--- config.mk ---
export PLATFORM = sky130hd
export DESIGN_NAME = htw_timer_mem
export DESIGN_NICKNAME = d
export VERILOG_FILES = /design/src/design/htw_pkg.sv /design/src/design/htw_timer_mem.sv
export SDC_FILE = /design/constraint.sdc
export NUM_CORES = 2
export LEC_CHECK = 0
export ABC_CLOCK_PERIOD_IN_PS = 6800
export BUFFER_PORTS_ARGS = -buffer_cell sky130_fd_sc_hd__buf_2
export CAP_MARGIN = 40
export CORE_AREA = 2 2 741 743
export DETAILED_ROUTE_END_ITERATION = 16
export DIE_AREA = 0 0 743 745
export GPL_ROUTABILITY_DRIVEN = 0
export PLACE_DENSITY = 0.43
export SLEW_MARGIN = 15
export SYNTH_ARGS = -nofsm -noshare
export SYNTH_HDL_FRONTEND = slang
export SYNTH_SLANG_ARGS = --single-unit
--- constraint.sdc ---
create_clock -name clk -period 6.8 [get_ports clk]
set_input_delay 0.68 -clock clk [delete_from_list [all_inputs] [get_ports clk]]
set_output_delay 0.68 -clock clk [all_outputs]
set_load 0.01 [all_outputs]
--- src/design/htw_pkg.sv ---
// Shared types and constants of the timing wheel
`timescale 1ns / 1ps
package htw_pkg;

  localparam int TIMER_ID_W  = 6;
  localparam int DELAY_W     = 32;
  localparam int CALL_W      = 32;
  localparam int LINK_W      = 7;
  localparam int SLACK_SHIFT = 8;   // slack is delay / 256

  // end-of-list marker in head, tail and link fields
  localparam logic [LINK_W-1:0] NIL = 7'd127;

  localparam logic RES_EXPIRY = 1'b0;
  localparam logic RES_ACK    = 1'b1;

  typedef enum logic [2:0] {
    OP_ADD  = 3'd0,
    OP_DEL  = 3'd1,
    OP_MOD  = 3'd2,
    OP_MODP = 3'd3,
    OP_TICK = 3'd4
  } op_code_t;

  typedef struct packed {
    logic [2:0]            operation;
    logic [TIMER_ID_W-1:0] timer_id;
    logic [DELAY_W-1:0]    delay;
  } in_item_t;

  typedef struct packed {
    logic                  result_kind;
    logic [TIMER_ID_W-1:0] expired_id;
    logic                  was_pending;
    logic [CALL_W-1:0]     fire_tick;
    logic                  last;
  } out_item_t;

  // field write enables of the timer memory
  typedef struct packed {
    logic nxt_en;
    logic prv_en;
    logic exp_en;
    logic home_en;
  } tm_we_t;

  // field write enables of the slot memory
  typedef struct packed {
    logic head_en;
    logic tail_en;
  } sm_we_t;

endpackage

--- src/design/htw_timer_mem.sv ---
// Timer memory: list links, expiry and home slot of each timer
`timescale 1ns / 1ps
module htw_timer_mem import htw_pkg::*; #(
  parameter int NUM_TIMERS = 64,
  parameter int TIME_BITS  = 32,
  parameter int SLOT_W     = 9,
  parameter int ID_W       = 6
) (
  input  logic                 clk,
  input  logic [ID_W-1:0]      rd_addr,
  output logic [LINK_W-1:0]    rd_nxt,
  output logic [LINK_W-1:0]    rd_prv,
  output logic [TIME_BITS-1:0] rd_exp,
  output logic [SLOT_W-1:0]    rd_home,
  input  logic [ID_W-1:0]      wr_addr,
  input  tm_we_t               we,
  input  logic [LINK_W-1:0]    wr_nxt,
  input  logic [LINK_W-1:0]    wr_prv,
  input  logic [TIME_BITS-1:0] wr_exp,
  input  logic [SLOT_W-1:0]    wr_home
);

  typedef struct packed {
    logic [LINK_W-1:0]    nxt;
    logic [LINK_W-1:0]    prv;
    logic [TIME_BITS-1:0] exp;
    logic [SLOT_W-1:0]    home;
  } entry_t;

  entry_t mem [NUM_TIMERS];

  // per-field write, registered read
  always_ff @(posedge clk) begin
    if (we.nxt_en) begin
      mem[wr_addr].nxt <= wr_nxt;
    end
    if (we.prv_en) begin
      mem[wr_addr].prv <= wr_prv;
    end
    if (we.exp_en) begin
      mem[wr_addr].exp <= wr_exp;
    end
    if (we.home_en) begin
      mem[wr_addr].home <= wr_home;
    end
    rd_nxt  <= mem[rd_addr].nxt;
    rd_prv  <= mem[rd_addr].prv;
    rd_exp  <= mem[rd_addr].exp;
    rd_home <= mem[rd_addr].home;
  end

endmodule

==> results.cfg <==
[status]
outcome = finished clean

[synth]
synth.area.top_cells = edfxtp_1 (78%), mux4_2 (16%), and2_1 (1.2%)
synth_seq_cells = 3575
synthCells = 5853
ys_warn_count = 0
synth_fp_nets = 5925
yosysSeqAreaShare_pct = 78.50
synth_top_area_share_pct = 77.69
synth_area_um2 = 136100
ys_types = 34
avgSynthCellArea_um2 = 23.24
yosysTopAreaCell = edfxtp_1

[worst_setup_path]
critPathMaxFanout = 74
critical_path_class = input pin to flip-flop
end_kind = flip-flop
critPathLaunchType = input pin
crit_arrival_ps = 4080
worstPathRequired_ps = 7620

[timing]
clock-skew-final_ps = 56.40
min_period_ps = 3260
max_freq_ghz = 0.3067
fin_setup_tns_ps = 0
finalHoldViolations = 0
slew_headroom_pct = 21.74
final-max-slew-violation-count = 0
worst_pin_slew_ps = 1174
min_period_over_period_pct = 47.95
setup_violations = 0
setup_ws_ps = 3540
rsz0062_at_grt = no

[routing]
first_pass_iters = 9
first_iter_violations = 7377
vias_per_cell = 4.704
drc = 0
wire_per_inst_um = 31.45
drt_wl_total_um = 438600
ant_nets = 0
vias = 65606

[floorplanning]
die_width_um = 743
fp.dieH_um = 745
start_util_pct = 24.91
dieArea_um2 = 553500
io_pins = 127
rows = 272
core_area_um2 = 546200

[global_route]
grt_usage_pct = 15.48
grt_max_degree = 106
antenna_found_initial = 49
grt_overflow = 0
grt_pass1_wl_um = 594900
grt_pass1_vias = 67582

[clocking]
clk_path_buf_depth = 4
cts_tree = done
cts_resized = 0
postCtsSetupBuffers = 0
root_buffer = clkbuf_16
numCtsBuffers = 387
clock_latency_ps = 970
postCtsHoldBufs = 0
clkTransAtPathRegs_ps = 60
htreeDepth = 5
cts.sinks = 3575

[power]
leakagePower_nw = 49.40
power_density_nw_per_um2 = 296.7
p_total_mw = 47.83
ir_drop_mv = 0.1893

[layout]
final_common_cell = edfxtp_1
fillers = 52831
area_growth_pct = 18.49
post-route-util_pct = 29.51
layout_common_cells = edfxtp_1 (3,520), mux4_2 (958), clkbuf_16 (394), and2_1 (189), buf_4 (181)
nNetsFinal = 6420
drive_above_1_share_pct = 31.37
seqCellArea_um2 = 106800
multi_input_area_um2 = 27830

[worst_hold_path]
min_path_type = input pin to flip-flop

[placed_design]
pre_cts_slack_ps = 2377
dp.final_hpwl_um = 271700
port_buffers = 126

[job]
cap_violations = 0
## metal layers
layer	share of wire, %	global-route usage (%)
met2	49	26.10
met4	2.7	4.025
met5	0.046	0.1125
met1	43	20.84
met3	5.3	2.386
## Yosys cell counts
cell and number:
edfxtp_1 3520, mux4_2 958, and2_1 253, clkbuf_1 190, o22ai_1 173, nor2_1 166, buf_2 77, a21oi_1 74
dfxtp_1 55, o221ai_1 55, mux2i_1 52, buf_4 47, nand2_1 46, mux2_2 30, buf_1 22, a31oi_1 20
o21ai_0 20, mux2_1 18, o21ai_1 13, nor3_1 10, nand3b_1 9, nand2b_1 7, o221a_2 6, buf_6 5
or3b_2 5, and3_1 4, or3_1 4, nor2b_1 3, or2_2 3, or3b_1 3, nand3_1 2, inv_2 1
o221a_1 1, or2_1 1
## layout make-up
type                            instances  share of cell area, %
Clock buffer                          516                  6.505
Multi-Input combinational cell       1936                  17.26
Inverter                                1               0.003881
Clock inverter                        193                  1.224
Timing Repair Buffer                  447                  3.091
Sequential cell                      3575                  66.25
Tap cell                             7261                  5.635
Antenna cell                           18                0.02794
## registers in the layout, summed over array words and instances (netlist names)
signal	cells
mem	3520
rd_exp	32
rd_home	9
rd_nxt	7
rd_prv	7
## final timing paths
kind               start     endpoint  slack [ps]  cells after the start
max           rd_addr[0]   rd_home[8]        3540                      7
min           wr_exp[29]  mem[33][38]         100                      1
max reg2reg  mem[23][17]    rd_exp[8]        4330                      6
min reg2reg  mem[52][47]    rd_prv[6]         880                      5
## power by group
part	leakage (nW)	internal (mW)	switching, mW
Sequential	32.1	24.4	0.0903
Combinational	11.2	0.880	1.53
Clock	6.08	12.1	8.84
## logic make-up (layout without fill, tap and decap cells)
group	count (synthesis)	in the layout	synth area share, %
buffers and inverters	342	1157	1.172
AND/OR/NAND/NOR	516	516	1.995
other	0	18	0
AO/OA/AOI/OAI	362	362	1.693
flip-flops	3575	3575	78.50
multiplexers	1058	1058	16.64
## metrics by stage
stage          std cells  hold slack [ps]  instance area [µm²]
2_1_floorplan       5853            758.1               136100
3_3_place_gp       13081            854.9               146000
3_5_place_dp       13212            863.2               148600
4_1_cts            13921            1.755               161100
5_1_grt            13931            53.16               161200
6_report           13947            103.4               161200
## worst max-delay path, stage by stage
cell and delay [ps]:
buf_12 490, buf_12 450, buf_12 470, mux4_2 610, mux4_2 470, o22ai_1 410, nor2_1 100
Power figures use the tool's default switching activity.
