### config.mk
export PLATFORM = sky130hd
export DESIGN_NAME = htw_slot_sel
export DESIGN_NICKNAME = d
export VERILOG_FILES = /design/src/design/htw_pkg.sv /design/src/design/htw_slot_sel.sv
export SDC_FILE = /design/constraint.sdc
export NUM_CORES = 1
export LEC_CHECK = 0
export ABC_AREA = 0
export BUFFER_PORTS_ARGS = -buffer_cell sky130_fd_sc_hd__buf_2
export CAP_MARGIN = 0
export CORE_MARGIN = 2
export CORE_UTILIZATION = 25
export DETAILED_ROUTE_END_ITERATION = 10
export GPL_TIMING_DRIVEN = 0
export PLACE_DENSITY = 0.52
export SLEW_MARGIN = 20
export SYNTH_ARGS = -nofsm -noshare
export SYNTH_HDL_FRONTEND = slang
export SYNTH_SLANG_ARGS = --single-unit
export TNS_END_PERCENT = 100
### constraint.sdc
create_clock -name vclk -period 7.4
set_input_delay 0.74 -clock vclk [all_inputs]
set_output_delay 0.74 -clock vclk [all_outputs]
set_load 0.1 [all_outputs]
### src/design/htw_pkg.sv
// Shared types and constants of the timing wheel
`timescale 1ns / 1ps
package htw_pkg;

  localparam int TIMER_ID_W  = 6;
  localparam int DELAY_W     = 32;
  localparam int CALL_W      = 32;
  localparam int LINK_W      = 7;
  localparam int SLACK_SHIFT = 8;   // slack is delay / 256

  // end-of-list marker in head, tail and link fields
  localparam logic [LINK_W-1:0] NIL = 7'd127;

  localparam logic RES_EXPIRY = 1'b0;
  localparam logic RES_ACK    = 1'b1;

  typedef enum logic [2:0] {
    OP_ADD  = 3'd0,
    OP_DEL  = 3'd1,
    OP_MOD  = 3'd2,
    OP_MODP = 3'd3,
    OP_TICK = 3'd4
  } op_code_t;

  typedef struct packed {
    logic [2:0]            operation;
    logic [TIMER_ID_W-1:0] timer_id;
    logic [DELAY_W-1:0]    delay;
  } in_item_t;

  typedef struct packed {
    logic                  result_kind;
    logic [TIMER_ID_W-1:0] expired_id;
    logic                  was_pending;
    logic [CALL_W-1:0]     fire_tick;
    logic                  last;
  } out_item_t;

  // field write enables of the timer memory
  typedef struct packed {
    logic nxt_en;
    logic prv_en;
    logic exp_en;
    logic home_en;
  } tm_we_t;

  // field write enables of the slot memory
  typedef struct packed {
    logic head_en;
    logic tail_en;
  } sm_we_t;

endpackage

### src/design/htw_slot_sel.sv
// Slot selection: wheel slot for an expiry, and slot of a cascading level
`timescale 1ns / 1ps
module htw_slot_sel import htw_pkg::*; #(
  parameter int TIME_BITS  = 32,
  parameter int ROOT_BITS  = 8,
  parameter int LEVEL_BITS = 6,
  parameter int SLOT_W     = 9
) (
  input  logic [TIME_BITS-1:0] cur_time,
  input  logic [TIME_BITS-1:0] expiry,
  input  logic [1:0]           casc_lvl,
  output logic [SLOT_W-1:0]    place_slot,
  output logic [SLOT_W-1:0]    casc_slot,
  output logic                 casc_idx_zero
);

  localparam int WW         = TIME_BITS + ROOT_BITS + 4 * LEVEL_BITS;
  localparam int ROOT_SLOTS = 1 << ROOT_BITS;
  localparam int LVL_SLOTS  = 1 << LEVEL_BITS;
  localparam logic [WW-1:0] TMASK = {{(WW-TIME_BITS){1'b0}}, {TIME_BITS{1'b1}}};
  localparam logic [WW-1:0] LIM1  = WW'(1) << (ROOT_BITS + LEVEL_BITS);
  localparam logic [WW-1:0] LIM2  = WW'(1) << (ROOT_BITS + 2 * LEVEL_BITS);
  localparam logic [WW-1:0] LIM3  = WW'(1) << (ROOT_BITS + 3 * LEVEL_BITS);
  localparam logic [WW-1:0] TOP   = WW'(1) << (ROOT_BITS + 4 * LEVEL_BITS);

  logic [TIME_BITS-1:0]  span;
  logic [WW-1:0]         d_w, e_w, c_w, clamp_w, l5_w, cshift_w;
  logic [LEVEL_BITS-1:0] cidx;

  assign span    = expiry - cur_time;
  assign d_w     = WW'(span);
  assign e_w     = WW'(expiry);
  assign c_w     = WW'(cur_time);
  // beyond the last level: select by the furthest expiry it covers
  assign clamp_w = (c_w + TOP - WW'(1)) & TMASK;
  assign l5_w    = (d_w >= TOP) ? clamp_w : e_w;

  // level by distance; past expiries go to the current root slot
  always_comb begin
    priority if (span[TIME_BITS-1]) begin
      place_slot = SLOT_W'(cur_time[ROOT_BITS-1:0]);
    end else if (d_w < WW'(ROOT_SLOTS)) begin
      place_slot = SLOT_W'(expiry[ROOT_BITS-1:0]);
    end else if (d_w < LIM1) begin
      place_slot = SLOT_W'(ROOT_SLOTS)
                 + SLOT_W'(LEVEL_BITS'(e_w >> ROOT_BITS));
    end else if (d_w < LIM2) begin
      place_slot = SLOT_W'(ROOT_SLOTS + LVL_SLOTS)
                 + SLOT_W'(LEVEL_BITS'(e_w >> (ROOT_BITS + LEVEL_BITS)));
    end else if (d_w < LIM3) begin
      place_slot = SLOT_W'(ROOT_SLOTS + 2 * LVL_SLOTS)
                 + SLOT_W'(LEVEL_BITS'(e_w >> (ROOT_BITS + 2 * LEVEL_BITS)));
    end else begin
      place_slot = SLOT_W'(ROOT_SLOTS + 3 * LVL_SLOTS)
                 + SLOT_W'(LEVEL_BITS'(l5_w >> (ROOT_BITS + 3 * LEVEL_BITS)));
    end
  end

  // current slot of a higher level during a cascade
  always_comb begin
    unique case (casc_lvl)
      2'd0:    cshift_w = c_w >> ROOT_BITS;
      2'd1:    cshift_w = c_w >> (ROOT_BITS + LEVEL_BITS);
      2'd2:    cshift_w = c_w >> (ROOT_BITS + 2 * LEVEL_BITS);
      default: cshift_w = c_w >> (ROOT_BITS + 3 * LEVEL_BITS);
    endcase
  end

  assign cidx          = LEVEL_BITS'(cshift_w);
  assign casc_idx_zero = (cidx == '0);
  assign casc_slot     = SLOT_W'(ROOT_SLOTS) + SLOT_W'({casc_lvl, cidx});

endmodule

==> run summary, run 1 <==
status = completed
post_cts resized = 0
Final nets = 571
Placed Cells incl. Taps = 609
initial drt markers = 206
Mapped Nets = 487
Final GP Congestion = 0.8851
total wire length = 10,410 um
vias per inst = 5.350
CP Data Arrival Time = 4900 ps
critical-path maximum fanout = 10
static leakage = 1.500 nW
Die Area = 11,490 sq um
worst path required time = 6660 ps
seq_cells = 0
DIE WIDTH = 107.2 um
pwr/cell area = 116.1 nW/um^2
WHS = 1864 ps
Die Ht = 107.2 um
Initial Util = 25.78%
core area = 10,320 sq um
DR top layer = met4
Storage cell area = 0 sq um
share of cells above drive strength 1 = 26.64%
HP Class = input port to output pin
final std cells w/o fill = 609
post-route cell area = 3242 sq um
mapped cell area = 2661 sq um
Peak supply drop = 81.25 uV
GRT overflow = 0
final setup fails = 0
Critical Path Source = cur_time[10]
routed via count = 3,258
I/O Pins = 85
total negative setup slack = 0 ps
Psw = 0.2627 mW
Layout area overhead = 21.81%
HP Start = casc_lvl[1]
CP Class = input port to output pin
wire length per cell = 17.10 um
IO Port Bufs = 82
RSZ-0062 raised after global routing = false
Ys Warns = 0
ANT cells = 0
Max transition margin = 54.00%
TritonRoute pass-1 iters = 5
routed wl met3 = 830 um
Power Total = 0.3763 mW
Max Cap Violations = 0
# DRC = 0
gr usage total = 17.74%
largest net degree at the start of global routing = 11
met2 WL post-DR = 4962 um
Flop pwr share = 0%
Sw Ratio = 69.82%
Int Pwr = 0.1136 mW
post-synthesis sequential area ratio = 0%
post-DP HPWL = 9225 um
dominant cells by area after synthesis = ha_1 14%, a21oi_1 8.5%, inv_1 5.4%
most instantiated cells after synthesis = 45 x a21oi_1, 38 x inv_1, 35 x nand2_1
met1 wire length = 4507 um
vias in the first global route = 3,085
clock group share of total power = 0%
Hold-fix buffers, CTS = 0
Syn Inst Count = 391
share of the synthesized area in the top cell type = 14.10%
Avg Cell Area, Syn = 6.806 sq um
global-route wire length before repair = 16,220 um
clock buffers = 0
Comb power frac = 100.0%
most common cell in the netlist = a21oi_1
antenna violations before repair = 0
Synth area leader = ha_1
antenna-violating nets left = 0
Worst-Margin Slew = 685.9 ps
fillers = 1,142
final hold violations = 0
number of distinct library cells after synthesis = 68
Placed Area = 3242 sq um
FMAX = 177.2 MHz
Final Critical Period = 5644 ps
period utilization = 76.27%
CP Capture Type = output pin
max-slew violations = 0
postcts setup bufs = 0
startpoint types = input port
Rows = 37
-- cell type report --
type	instances	area [sq um]	area share, %
Timing Repair Buffer	82	410.4	12.66
Inverter	38	142.6	4.400
Multi-Input combinational cell	328	2366	72.98
Tap cell	136	170.2	5.249
Buffer	25	152.6	4.709
-- per-stage QoR --
stage | utilization [%] | setup WS (ps)
floorplan | - | 1430
global placement | 31.40 | 1856
finish | 31.40 | 1756
global route | 31.40 | 1531
detailed placement | 31.40 | 1888
CTS | 31.40 | 1864
-- path summary, 6_finish.rpt --
kind,end,depth (start not counted)
worst min-delay path,casc_slot[7],2
worst max-delay path,place_slot[0],17
-- worst max-delay path: stages --
cell,delay [ps]
buf_2,150
inv_1,60
ha_1,310
buf_4,180
nand2_1,190
o21ai_0,520
a2bb2oi_1,140
o21a_1,200
a31oi_1,490
mux2i_1,280
and2_1,180
clkbuf_1,240
clkbuf_1,430
nor2_1,80
o2bb2ai_1,140
a21oi_1,120
buf_2,440
-- placed cells by master (no fill, tap or decap), types with 2 or more instances in the layout --
master    netlist  layout
and2_1          2       2
nand2b_1        4       4
nand2_1        35      35
mux2i_1         5       5
and3_1          3       3
nand3b_1        3       3
o31ai_1         2       2
inv_1          38      38
a31oi_1         8       8
a211oi_1       10      10
nor2b_1         6       6
o22a_1          2       2
buf_2           5      87
nor3_1         10      10
clkbuf_1        7       7
o21a_1          8       8
a21o_1          6       6
buf_4          12      12
xor2_1          2       2
nand4_1         9       9
ha_1           30      30
o211ai_1        6       6
a211o_1         5       5
a21oi_2         3       3
o21bai_1        3       3
a21oi_1        45      45
mux4_2          6       6
or3_1           8       8
nor2_1         27      27
a22o_1          2       2
a22oi_1         2       2
or4_1           2       2
xnor2_1         9       9
nand3_1         6       6
a32oi_1         2       2
a211oi_2        3       3
nand4_2         3       3
and4_1          3       3
o21ai_0        20      20
-- cell families after synthesis --
family,Yosys count,share of synthesized area (%)
fa+ha+maj,30,14.10
mux,13,7.945
buf+inv,63,11.10
other cells,1,0.1409
compound gates,144,37.28
simple gates,129,25.81
xor+xnor,11,3.620
-- power groups by stage --
stage               Sequential (mW)  Clock [mW]  Combinational [mW]
global placement                  0           0               0.372
finish                            0           0               0.376
CTS                               0           0               0.374
floorplan                         0           0               0.289
global route                      0           0               0.407
detailed placement                0           0               0.373
-- metal layers --
metal	track usage, %	vias up
met5	0	-
met1	24.31	1506
met2	30.52	109
met4	1.763	0
met3	2.371	8
li1	-	1635
Power figures use the tool's default switching activity.
==> inputs of run 2 (changes only) <==
--- a/config.mk
+++ b/config.mk
@@ -5,14 +5,14 @@
 export SDC_FILE = /design/constraint.sdc
 export NUM_CORES = 1
 export LEC_CHECK = 0
-export ABC_AREA = 0
+export ABC_AREA = 1
 export BUFFER_PORTS_ARGS = -buffer_cell sky130_fd_sc_hd__buf_2
 export CAP_MARGIN = 0
 export CORE_MARGIN = 2
 export CORE_UTILIZATION = 25
 export DETAILED_ROUTE_END_ITERATION = 10
 export GPL_TIMING_DRIVEN = 0
-export PLACE_DENSITY = 0.52
+export PLACE_DENSITY = 0.5
 export SLEW_MARGIN = 20
 export SYNTH_ARGS = -nofsm -noshare
 export SYNTH_HDL_FRONTEND = slang
==> constraint.sdc (replaced) <==
create_clock -name vclk -period 5.6
set_input_delay 0.56 -clock vclk [all_inputs]
set_output_delay 0.56 -clock vclk [all_outputs]
set_load 0.1 [all_outputs]
==> run 2 against run 1 <==
Compared with the run above: final cell count up 67%; synthesized cell count up 93%; combinational power up 46%; utilization down 1.1 points; design area up 29%; global-route usage up 0.37 points; critical path type unchanged.
==> run summary, run 2 <==
dominant cells by area after synthesis = nand2_1 34%, inv_1 20%, ha_1 11%
antenna violations before repair = 0 (unchanged)
DIE WIDTH = 122.9 um (+15%)
Die Ht = 122.9 um (+15%)
Final Critical Period = 4181 ps
HP Class = input port to output pin
CP Data Arrival Time = 3620 ps (-1280 ps)
largest net degree at the start of global routing = 11 (unchanged)
Layout area overhead = 18.43%
Peak supply drop = 71.99 uV (-11%)
post-synthesis sequential area ratio = 0% (unchanged)
Syn Inst Count = 754 (+93%)
Ys Warns = 0 (unchanged)
routed via count = 4,422 (+36%)
FMAX = 239.2 MHz
IO Port Bufs = 84 (+2.4%)
total negative setup slack = 0 ps (unchanged)
max incr delay on CP = 430 ps (-90 ps)
post-DP HPWL = 12,250 um (+33%)
Mapped Nets = 850 (+75%)
WHS = 1605 ps (-258.5 ps)
Synth area leader = nand2_1
Hold-fix buffers, CTS = 0 (unchanged)
Avg Cell Area, Syn = 4.691 sq um (-31%)
routed wl met3 = 915 um (+10%)
status = completed
fillers = 1,680 (+47%)
HP Start = cur_time[1]
postcts setup bufs = 0 (unchanged)
Storage cell area = 0 sq um (unchanged)
crit-path cells = buf_2 -> inv_1 -> ha_1 -> nand2_1 -> inv_1 -> a21oi_1 -> nand2_1 -> a21oi_1 -> nand2_1 -> nand2_1 -> nand2_1 -> nor2_1 -> nand2_1 -> nor2_4 -> nand2_4 -> nand3_1 -> nand3_1 -> nand2_1 -> nand2_1 -> nand2_1 -> buf_2
Hold EP = place_slot[1]
number of distinct library cells after synthesis = 37 (-46%)
initial drt markers = 231 (+12%)
most used cell, CP = nand2_1
clock buffers = 0 (unchanged)
CP Capture Type = output pin
core area = 13,830 sq um (+34%)
most common library cell in the layout ignoring fill and taps = nand2_1
vias in the first global route = 4,191 (+36%)
share of the synthesized area in the top cell type = 34.49% (+20 points)
Final nets = 936 (+64%)
post_cts resized = 0 (unchanged)
antenna-violating nets left = 0 (unchanged)
I/O Pins = 85 (unchanged)
period utilization = 74.66%
critical-path maximum fanout = 6 (-4)
Rows = 43 (+16%)
met2 WL post-DR = 5802 um (+17%)
Initial Util = 25.58% (-0.20 points)
Max Cap Violations = 0 (unchanged)
# DRC = 0 (unchanged)
startpoint types = input port
worst path required time = 5040 ps (-1620 ps)
final hold violations = 0 (unchanged)
slowest CP cell = ha_1
static leakage = 2.860 nW (+91%)
TritonRoute pass-1 iters = 5 (unchanged)
DR top layer = met4
most instantiated cells after synthesis = 325 x nand2_1, 188 x inv_1, 55 x nor2_1
hold path depth = 4 (+2)
wire length per cell = 13.06 um (-24%)
Die Area = 15,120 sq um (+32%)
pwr/cell area = 131.4 nW/um^2 (+13%)
global-route wire length before repair = 21,080 um (+30%)
most frequent cells in the layout = 325 x nand2_1, 188 x inv_1, 84 x buf_2
vias per inst = 4.344 (-19%)
ANT cells = 0 (unchanged)
RSZ-0062 raised after global routing = false
met1 wire length = 6374 um (+41%)
Final GP Congestion = 0.9351 (+5.6%)
seq_cells = 0 (unchanged)
share of cells above drive strength 1 = 15.51% (-11 points)
final setup fails = 0 (unchanged)
mapped cell area = 3537 sq um (+33%)
gr usage total = 18.11% (+0.37 points)
most common cell in the netlist = nand2_1
GRT overflow = 0 (unchanged)
CP Class = input port to output pin
max-slew violations = 0 (unchanged)
total wire length = 13,290 um (+28%)
## run 2: cell types whose count changed after synthesis, sizes merged, moves of 9 or more
| cell | before | now |
|---|---|---|
| nand2 | 36 | 337 |
| inv | 38 | 191 |
| nor2 | 27 | 71 |
| nand3 | 7 | 38 |
| a21oi | 48 | 27 |
| buf | 18 | 3 |
| a211oi | 13 | 0 |
| a31oi | 9 | 0 |
## run 2: report_power, final
part / switching [mW] / internal [mW] / total (mW)
registers: 0 / 0 / 0
logic: 0.404 / 0.147 / 0.550
clock network: 0 / 0 / 0
total: 0.404 / 0.147 / 0.550
## run 2: cells by family (layout without fill, tap and decap cells)
group | Yosys count | count (layout) | synth area share, %
AOI/OAI and AO/OA | 52 | 52 | 8.348
other | 1 | 1 | 0.1060
adders and majority gates | 30 | 30 | 10.61
and+or+nand+nor | 469 | 469 | 58.19
xor gates and xnor gates | 7 | 7 | 1.733
buffers and inverters | 195 | 279 | 21.01
## run 2: cell type report
cell class         count  area [sq um]  share of cell area [%]
well taps            180         225.2                   5.376
plain buffers          3         22.52                  0.5376
multi-input cells    559          2800                   66.85
inverters            192         720.7                   17.20
repair buffers        84         420.4                   10.04
## run 2: worst max-delay path, delay by kind of cell
family / cells / cell delay (ps)
AND/OR/NAND/NOR: 14 / 1620
buffers and inverters: 4 / 610
adder cells (fa/ha/maj): 1 / 430
AO/OA/AOI/OAI: 2 / 380
## run 2: per-stage QoR
stage               power, mW  area (sq um)  setup WS (ps)  util, %  std cells
finish                 0.5503          4189           1419    30.30       1018
global route           0.6085          4189           1136    30.30       1018
CTS                    0.5521          4189           1462    30.30       1018
detailed placement     0.5504          4189           1471    30.30       1018
global placement       0.5502          4189           1483    30.30       1018
floorplan              0.4143          3543          284.9        -        754
## run 2: worst max path at each step
stage,startpoint,to,slack [ps]
3_3_place_gp,cur_time[21],place_slot[1],1480
6_report,cur_time[21],place_slot[1],1420
5_1_grt,cur_time[21],place_slot[1],1140
3_5_place_dp,cur_time[12],place_slot[1],1470
2_1_floorplan,casc_lvl[0],casc_idx_zero,280
4_1_cts,cur_time[16],place_slot[4],1460
## run 2: layer usage
| layer | track usage [%] | vias to the layer above |
|---|---|---|
| li1 | - | 2416 |
| met3 | 0.8764 | 14 |
| met5 | 0 | - |
| met4 | 2.514 | 0 |
| met2 | 31.60 | 141 |
| met1 | 25.15 | 1851 |
